===== src/rtl/core/ocrm_pkg.sv =====
`default_nettype none

package ocrm_pkg;

    // Fixed field widths
    localparam int unsigned DATA_W    = 32;
    localparam int unsigned TYPF_W    = 31;
    localparam int unsigned QUO_W     = 32;
    localparam int unsigned NUM_W     = 2 * QUO_W;

    // Default number of fraction bits
    localparam int unsigned FRAC_BITS_DEF = 16;

    // Reset value of the typical function magnitude register
    localparam logic [TYPF_W-1:0] TYPF_RESET = 31'd65536;

    // Mode select codes
    localparam logic FUNC_GRAD = 1'b0;
    localparam logic FUNC_STEP = 1'b1;

    // Input word
    typedef struct packed {
        logic                     func;
        logic signed [DATA_W-1:0] base_x;
        logic signed [DATA_W-1:0] other_value;
        logic signed [DATA_W-1:0] typical_x;
        logic signed [DATA_W-1:0] func_value;
        logic                     last_element;
    } ocrm_in_t;

    // Output word
    typedef struct packed {
        logic [QUO_W-1:0] max_ratio;
        logic             saturated;
    } ocrm_out_t;

    // Operand stage control
    typedef struct packed {
        logic load_mag;
        logic load_num;
    } ocrm_opnd_ctrl_t;

    // Divider status
    typedef struct packed {
        logic done;
        logic sat;
    } ocrm_div_status_t;

    // Sequencer states
    typedef enum logic [2:0] {
        ST_IDLE,
        ST_MAG,
        ST_MUL,
        ST_START,
        ST_DIV,
        ST_EMIT
    } ocrm_state_t;

    // Absolute value of a signed word; the most negative value maps to 2^31
    function automatic logic [DATA_W-1:0] mag32(input logic signed [DATA_W-1:0] v);
        mag32 = v[DATA_W-1] ? (~v + 1'b1) : v;
    endfunction

endpackage : ocrm_pkg

`default_nettype wire


===== src/rtl/core/ocrm_operand.sv =====
`default_nettype none

module ocrm_operand
    import ocrm_pkg::*;
#(
    parameter int unsigned FRAC_BITS = FRAC_BITS_DEF
) (
    input  wire logic            clk,
    input  wire ocrm_opnd_ctrl_t ctrl,
    input  wire ocrm_in_t        word,
    input  wire logic [TYPF_W-1:0] typical_f,
    output logic [NUM_W-1:0]     num,
    output logic [QUO_W-1:0]     den
);

    logic              func_reg;
    logic [DATA_W-1:0] mag_a_reg;
    logic [DATA_W-1:0] mag_b_reg;
    logic [DATA_W-1:0] diff_reg;
    logic [QUO_W-1:0]  den_reg;
    logic [NUM_W-1:0]  num_reg;

    logic [DATA_W-1:0] mag_bx;
    logic [DATA_W-1:0] mag_ov;
    logic [DATA_W-1:0] mag_tx;
    logic [DATA_W-1:0] mag_fv;
    logic [DATA_W-1:0] typf_ext;
    logic [DATA_W:0]   diff_s;
    logic [DATA_W:0]   diff_mag;
    logic [DATA_W-1:0] den_grad;
    logic [DATA_W-1:0] den_step;
    logic [NUM_W-1:0]  prod;
    logic [NUM_W-1:0]  shifted;

    // Form magnitudes, the step difference and both candidate divisors
    always_comb
    begin
        mag_bx   = mag32(word.base_x);
        mag_ov   = mag32(word.other_value);
        mag_tx   = mag32(word.typical_x);
        mag_fv   = mag32(word.func_value);
        typf_ext = {1'b0, typical_f};
        diff_s   = {word.other_value[DATA_W-1], word.other_value}
                 - {word.base_x[DATA_W-1], word.base_x};
        diff_mag = diff_s[DATA_W] ? (~diff_s + 1'b1) : diff_s;
        den_grad = (mag_fv > typf_ext) ? mag_fv : typf_ext;
        den_step = (mag_ov > mag_tx) ? mag_ov : mag_tx;
    end

    // Hold magnitudes for the multiply cycle
    always_ff @(posedge clk)
    begin
        if (ctrl.load_mag)
        begin
            func_reg  <= word.func;
            mag_a_reg <= (mag_bx > mag_tx) ? mag_bx : mag_tx;
            mag_b_reg <= mag_ov;
            diff_reg  <= diff_mag[DATA_W-1:0];
            den_reg   <= (word.func == FUNC_STEP) ? den_step : den_grad;
        end
    end

    // Product for the gradient term, scaled difference for the step term
    always_comb
    begin
        prod    = NUM_W'(mag_a_reg) * NUM_W'(mag_b_reg);
        shifted = NUM_W'(diff_reg) << FRAC_BITS;
    end

    always_ff @(posedge clk)
    begin
        if (ctrl.load_num)
        begin
            num_reg <= (func_reg == FUNC_STEP) ? shifted : prod;
        end
    end

    assign num = num_reg;
    assign den = den_reg;

endmodule : ocrm_operand

`default_nettype wire


===== src/rtl/core/ocrm_div.sv =====
`default_nettype none

module ocrm_div
    import ocrm_pkg::*;
(
    input  wire logic             clk,
    input  wire logic             rst_n,
    input  wire logic             start,
    input  wire logic [NUM_W-1:0] num,
    input  wire logic [QUO_W-1:0] den,
    output ocrm_div_status_t      status,
    output logic [QUO_W-1:0]      quotient
);

    localparam int unsigned CNT_W = $clog2(QUO_W + 1);

    logic             busy_reg;
    logic             busy_next;
    logic [CNT_W-1:0] cnt_reg;
    logic [CNT_W-1:0] cnt_next;
    logic             sat_reg;
    logic             sat_next;
    logic [QUO_W-1:0] rem_reg;
    logic [QUO_W-1:0] rem_next;
    logic [QUO_W-1:0] quo_reg;
    logic [QUO_W-1:0] quo_next;

    logic [QUO_W:0]   trial;
    logic [QUO_W:0]   diff;
    logic             ge;

    // One restoring step: shift in the next numerator bit, subtract if it fits
    always_comb
    begin
        trial = {rem_reg, quo_reg[QUO_W-1]};
        diff  = trial - {1'b0, den};
        ge    = trial >= {1'b0, den};
    end

    always_comb
    begin
        busy_next = busy_reg;
        cnt_next  = cnt_reg;
        sat_next  = sat_reg;
        rem_next  = rem_reg;
        quo_next  = quo_reg;
        if (start)
        begin
            busy_next = 1'b1;
            // Zero divisor or quotient beyond 32 bits: saturate at once
            if (den == '0 || num[NUM_W-1:QUO_W] >= den)
            begin
                sat_next = 1'b1;
                quo_next = '1;
                cnt_next = '0;
            end
            else
            begin
                sat_next = 1'b0;
                rem_next = num[NUM_W-1:QUO_W];
                quo_next = num[QUO_W-1:0];
                cnt_next = CNT_W'(QUO_W);
            end
        end
        else if (busy_reg)
        begin
            if (cnt_reg == '0)
            begin
                busy_next = 1'b0;
            end
            else
            begin
                rem_next = ge ? diff[QUO_W-1:0] : trial[QUO_W-1:0];
                quo_next = {quo_reg[QUO_W-2:0], ge};
                cnt_next = cnt_reg - CNT_W'(1);
            end
        end
    end

    always_ff @(posedge clk or negedge rst_n)
    begin
        if (!rst_n)
        begin
            busy_reg <= 1'b0;
            cnt_reg  <= '0;
        end
        else
        begin
            busy_reg <= busy_next;
            cnt_reg  <= cnt_next;
        end
    end

    always_ff @(posedge clk)
    begin
        sat_reg <= sat_next;
        rem_reg <= rem_next;
        quo_reg <= quo_next;
    end

    assign status.done = busy_reg && (cnt_reg == '0);
    assign status.sat  = sat_reg;
    assign quotient    = quo_reg;

endmodule : ocrm_div

`default_nettype wire


===== src/rtl/core/optimizer_convergence_ratio_max.sv =====
`default_nettype none

// Channel   Direction  Handshake                Word
// in        input      in_valid / in_stall      ocrm_in_t
// out       output     out_valid / out_stall    ocrm_out_t
// cfg       input      cfg_write_en             cfg_write_data (typical_f)
//
// Each word passes these steps from acceptance to acceptance: magnitudes, the
// 32x32 multiply, the divider load with its zero and overflow check, 32
// quotient bits, the done check and the return to idle; a saturating word
// skips the quotient bits. A last word also passes an emit step into the output
// register, held while that register holds an untaken word; in_stall is high all along.
// Reset clears the running maximum and sticky flag and sets typical_f to 65536.
module optimizer_convergence_ratio_max
    import ocrm_pkg::*;
#(
    parameter int unsigned FRAC_BITS = FRAC_BITS_DEF
) (
    input  wire logic              clk,
    input  wire logic              rst_n,
    input  wire logic              in_valid,
    output logic                   in_stall,
    input  wire ocrm_in_t          in_word,
    output logic                   out_valid,
    input  wire logic              out_stall,
    output ocrm_out_t              out_word,
    input  wire logic              cfg_write_en,
    input  wire logic [TYPF_W-1:0] cfg_write_data
);

    ocrm_state_t      state_reg;
    ocrm_state_t      state_next;

    ocrm_in_t         word_reg;
    logic [TYPF_W-1:0] typf_reg;
    logic [QUO_W-1:0] run_max_reg;
    logic [QUO_W-1:0] run_max_next;
    logic             sticky_reg;
    logic             sticky_next;
    logic             out_valid_reg;
    logic             out_valid_next;
    ocrm_out_t        out_word_reg;
    ocrm_out_t        out_word_next;

    ocrm_opnd_ctrl_t  opnd_ctrl;
    logic             div_start;
    ocrm_div_status_t div_status;
    logic [NUM_W-1:0] num;
    logic [QUO_W-1:0] den;
    logic [QUO_W-1:0] quotient;

    logic             accept;
    logic             out_free;

    assign accept   = in_valid && !in_stall;
    assign out_free = !out_valid_reg || !out_stall;

    // Operand formation: magnitudes, then product or scaled step
    ocrm_operand #(
        .FRAC_BITS (FRAC_BITS)
    ) u_operand (
        .clk       (clk),
        .ctrl      (opnd_ctrl),
        .word      (word_reg),
        .typical_f (typf_reg),
        .num       (num),
        .den       (den)
    );

    // Shared iterative divider
    ocrm_div u_div (
        .clk      (clk),
        .rst_n    (rst_n),
        .start    (div_start),
        .num      (num),
        .den      (den),
        .status   (div_status),
        .quotient (quotient)
    );

    // Capture the accepted word
    always_ff @(posedge clk)
    begin
        if (accept)
        begin
            word_reg <= in_word;
        end
    end

    // Configuration register
    always_ff @(posedge clk or negedge rst_n)
    begin
        if (!rst_n)
        begin
            typf_reg <= TYPF_RESET;
        end
        else if (cfg_write_en)
        begin
            typf_reg <= cfg_write_data;
        end
    end

    // Sequencer: next state, unit controls, running max and output register
    always_comb
    begin
        state_next     = state_reg;
        in_stall       = 1'b1;
        opnd_ctrl      = '0;
        div_start      = 1'b0;
        run_max_next   = run_max_reg;
        sticky_next    = sticky_reg;
        out_valid_next = out_valid_reg && out_stall;
        out_word_next  = out_word_reg;

        case (state_reg)
            ST_IDLE:
            begin
                in_stall = 1'b0;
                if (in_valid)
                begin
                    state_next = ST_MAG;
                end
            end
            ST_MAG:
            begin
                opnd_ctrl.load_mag = 1'b1;
                state_next         = ST_MUL;
            end
            ST_MUL:
            begin
                opnd_ctrl.load_num = 1'b1;
                state_next         = ST_START;
            end
            ST_START:
            begin
                div_start  = 1'b1;
                state_next = ST_DIV;
            end
            ST_DIV:
            begin
                if (div_status.done)
                begin
                    if (quotient > run_max_reg)
                    begin
                        run_max_next = quotient;
                    end
                    if (div_status.sat)
                    begin
                        sticky_next = 1'b1;
                    end
                    state_next = word_reg.last_element ? ST_EMIT : ST_IDLE;
                end
            end
            ST_EMIT:
            begin
                // Hand off the vector result once the output register frees up
                if (out_free)
                begin
                    out_valid_next          = 1'b1;
                    out_word_next.max_ratio = run_max_reg;
                    out_word_next.saturated = sticky_reg;
                    run_max_next            = '0;
                    sticky_next             = 1'b0;
                    state_next              = ST_IDLE;
                end
            end
            default:
            begin
                state_next = ST_IDLE;
            end
        endcase
    end

    always_ff @(posedge clk or negedge rst_n)
    begin
        if (!rst_n)
        begin
            state_reg     <= ST_IDLE;
            run_max_reg   <= '0;
            sticky_reg    <= 1'b0;
            out_valid_reg <= 1'b0;
        end
        else
        begin
            state_reg     <= state_next;
            run_max_reg   <= run_max_next;
            sticky_reg    <= sticky_next;
            out_valid_reg <= out_valid_next;
        end
    end

    always_ff @(posedge clk)
    begin
        out_word_reg <= out_word_next;
    end

    assign out_valid = out_valid_reg;
    assign out_word  = out_word_reg;

endmodule : optimizer_convergence_ratio_max

`default_nettype wire


===== config.mk =====
export PLATFORM = sky130hd
export DESIGN_NAME = optimizer_convergence_ratio_max
export DESIGN_NICKNAME = d
export VERILOG_FILES = /design/src/rtl/core/ocrm_pkg.sv /design/src/rtl/core/ocrm_operand.sv /design/src/rtl/core/ocrm_div.sv /design/src/rtl/core/optimizer_convergence_ratio_max.sv
export SDC_FILE = /design/constraint.sdc
export NUM_CORES = 2
export LEC_CHECK = 0
export ABC_AREA = 1
export BUFFER_PORTS_ARGS = -buffer_cell sky130_fd_sc_hd__buf_2
export CORE_MARGIN = 3
export CORE_UTILIZATION = 30
export CTS_BUF_LIST = sky130_fd_sc_hd__clkbuf_8
export DETAILED_ROUTE_END_ITERATION = 10
export PLACE_DENSITY_LB_ADDON = 0.3
export SYNTH_ARGS = -nofsm -noshare
export SYNTH_HDL_FRONTEND = slang
export SYNTH_SLANG_ARGS = --single-unit

===== constraint.sdc =====
create_clock -name clk -period 10.04 [get_ports clk]
set_input_delay 0.502 -clock clk [delete_from_list [all_inputs] [get_ports clk]]
set_output_delay 0.502 -clock clk [all_outputs]
set_load 0.03 [all_outputs]

==> flow_summary.toml <==
[run_status]
status = "completed"

[global_route]
wire_length_of_the_first_global_routing_pass_um = 338000
first_global_vias = 56200
grt_antenna_before_repair = 7
grt_max_degree = 119
grt-ovfl-total = 0
groute.usage.overall_pct = 19.5

[timing]
report.final.slew_viol_count = 0
worst_slew_pin_slew_ns = 1.29
finalSetupViolations = 0
min_period_ns = 8.28
post-route-period-util_pct = 82.5
timing.max_slew.rel_slack_pct = 13.9
final-hold-violation-count = 0
clock_skew_ns = 0.0697
grt_setup_unrepaired = "false"
fmax_mhz = 121
timing.setup.tns_ns = 0

[logic_synthesis]
synth_enable_flop_cells = 421
synth_warnings = 0
ys_seq_area_share_pct = 22.0
total_of_flip_flops_plus_latches_after_synthesis = 496
syn-cell-area_um2 = 66000
post_synth_inst_count = 8325
async_flop_share_pct = 15.1
syn_area_per_cell_um2 = 7.93
yosysUniqueCellTypes = 61
synth_nets = 9881
yosys_most_used_dff = "edfxtp_1"

[route]
post_route_wl_um = 218000
detail-route-antenna-nets = 0
dr.first_iter.drc_count = 4018
avgViaCountPerCell = 4.71
via_count = 54300
length_of_the_first_detailed_routing_pass_in_iterations = 5
wl_per_cell_um = 18.9
remaining_drc_errors = 0

[clock_tree]
cts_root_buffer = "clkbuf_8"
cts-resized-gates = 0
cts_htree_levels = 3
tritoncts = "built"
cts_sinks = 496
cts_made_buffers = 90
insertion_delay_ns = 0.81
clock_path_buffers = 3
clk_pin_slew_ns = 0.07

[final_layout]
areaGrowthSynthToFinish_pct = 12.0
drive_above_1_share_pct = 5.99
largest_register_ffs = 130
leading_cell_type_in_the_layout_fill_and_taps_excluded = "inv_1"
nNetsFinal = 10200
mostFrequentLayoutCells = "inv_1, nand2_1, fa_1, ha_1, edfxtp_1"

[min_path]
worst_hold_path_type = "input port to flip-flop"
timing.hold.worst_path_depth = 1

[power]
static-leakage-power_nw = 39.2
design_power_total_w = 0.00451
max-vdd-ir-drop_mv = 0.119
power.density_cell_area_nw_per_um2 = 61.0

[placed_design]
port_buffers = 200
hpwl_um = 179000
gp_congestion = 0.942

[run]
cap_violations = 0

[die]
core_area_um2 = 218000
die_height_um = 475
floorplan.die.width_um = 475
floorplan.initialDensity_pct = 30.3
io-pin-count = 201
die-area_um2 = 226000
rows = 171

[setup_path]
crit_path_end_kind = "flip-flop"
worst_setup_path_start_kind = "flip-flop"
rr_worst_depth = 21
critical_path.max_fanout = 18
critical_path_class = "flip-flop to flip-flop"
timing.critical_path.required_ns = 10.56
reg2reg_setup_slack_ns = 1.76
critPathArrivalTime_ns = 8.80
[power by group]
group / internal, W / total [W] / switching [W]
Clock: 0.00110 / 0.00211 / 0.00101
Combinational: 0.0000876 / 0.000170 / 0.0000823
Sequential: 0.00223 / 0.00223 / 0.00000283
Total: 0.00341 / 0.00451 / 0.00110
[kinds of logic after synthesis]
logic type      count (synthesis)  synth area share, %
buf+inv                      2451                 14.0
xor+xnor                      163                 2.20
flops                         496                 22.0
fa+ha+maj                    1390                 36.5
compound gates                776                 6.48
simple gates                 3049                 18.8
[metal layers]
layer / up-vias / track usage [%] / share of wire [%]
li1: 25700 / - / -
met5: - / 0 / 0
met3: 240 / 2.23 / 5.0
met1: 27000 / 27.0 / 45
met4: 0 / 5.24 / 2.7
met2: 1484 / 32.3 / 47
[synth_stat cells, types with 74 or more instances]
cell type / n / share of area (%)
a21oi_1: 273 / 2.1
clkbuf_1: 255 / 1.4
dfrtp_1: 74 / 2.8
edfxtp_1: 421 / 19
fa_1: 898 / 27
ha_1: 492 / 9.3
inv_1: 2164 / 12
nand2_1: 2111 / 12
nand3_1: 285 / 2.2
nor2_1: 404 / 2.3
o21ai_0: 336 / 2.5
xor2_1: 129 / 1.7
[repair_timing]
action                                  CTS  global route
hold buffers                            161             0
endpoints found under the setup margin    0             0
endpoints found under the hold margin   184             0
setup buffers                             0             0
[per-stage QoR]
step                      utilization (%)  hold WS, ns  instance area [um^2]  worst slack, ns  cells
after floorplan                         -        0.206                 66000             3.08   8325
after global placement               32.3        0.436                 70400             1.97  11200
after detailed placement             32.3        0.442                 70400             1.90  11200
after CTS                            33.9       0.0145                 73900             1.77  11500
after global routing                 33.9      0.00185                 73900             1.35  11500
final                                33.9       0.0732                 73900             1.76  11500
[critical path, cell delays in order (launching register included)]
cell and delay (ns):
edfxtp_1 1.00, buf_4 0.41, nand2_1 0.14, fa_1 0.55, fa_1 0.57, inv_1 0.06
fa_1 0.48, fa_1 0.60, fa_1 0.47, fa_1 0.47, fa_1 0.60, ha_1 0.27
ha_1 0.44, nand2_1 0.15, nor2_1 0.13, inv_1 0.10, nor4_1 0.63, nand4_1 0.24
nand3_1 0.32, a21oi_1 0.15, nor2_1 0.12, nor2_1 0.06
[final timing paths]
kind,startpoint,to
setup reg to reg,u_operand.mag_a_reg[26]$_DFFE_PP_,u_operand.num[52]$_SDFFCE_PP0P_
hold / removal,in_word[65],word_reg[65]$_DFFE_PP_
min in group asynchronous,rst_n,typf_reg[28]$_DFFE_PN0P_
setup / recovery,u_operand.mag_a_reg[26]$_DFFE_PP_,u_operand.num[52]$_SDFFCE_PP0P_
max in group asynchronous,rst_n,run_max_reg[7]$_DFFE_PN0P_
hold reg to reg,sticky_reg$_DFFE_PN0P_,out_word[0]$_DFFE_PP_
[area by class of cell]
type                       count  area [um^2]
antenna                        7         17.5
timing repair buffer         471         3440
sequential                   496        14500
tap                         2854         3570
clock buffer                  96         1320
fill                       22900       144000
multi-input combinational   5378        42300
inverter                    2167         8130
clock inverter                71          611
No activity file was read; power rests on OpenSTA's default activity.
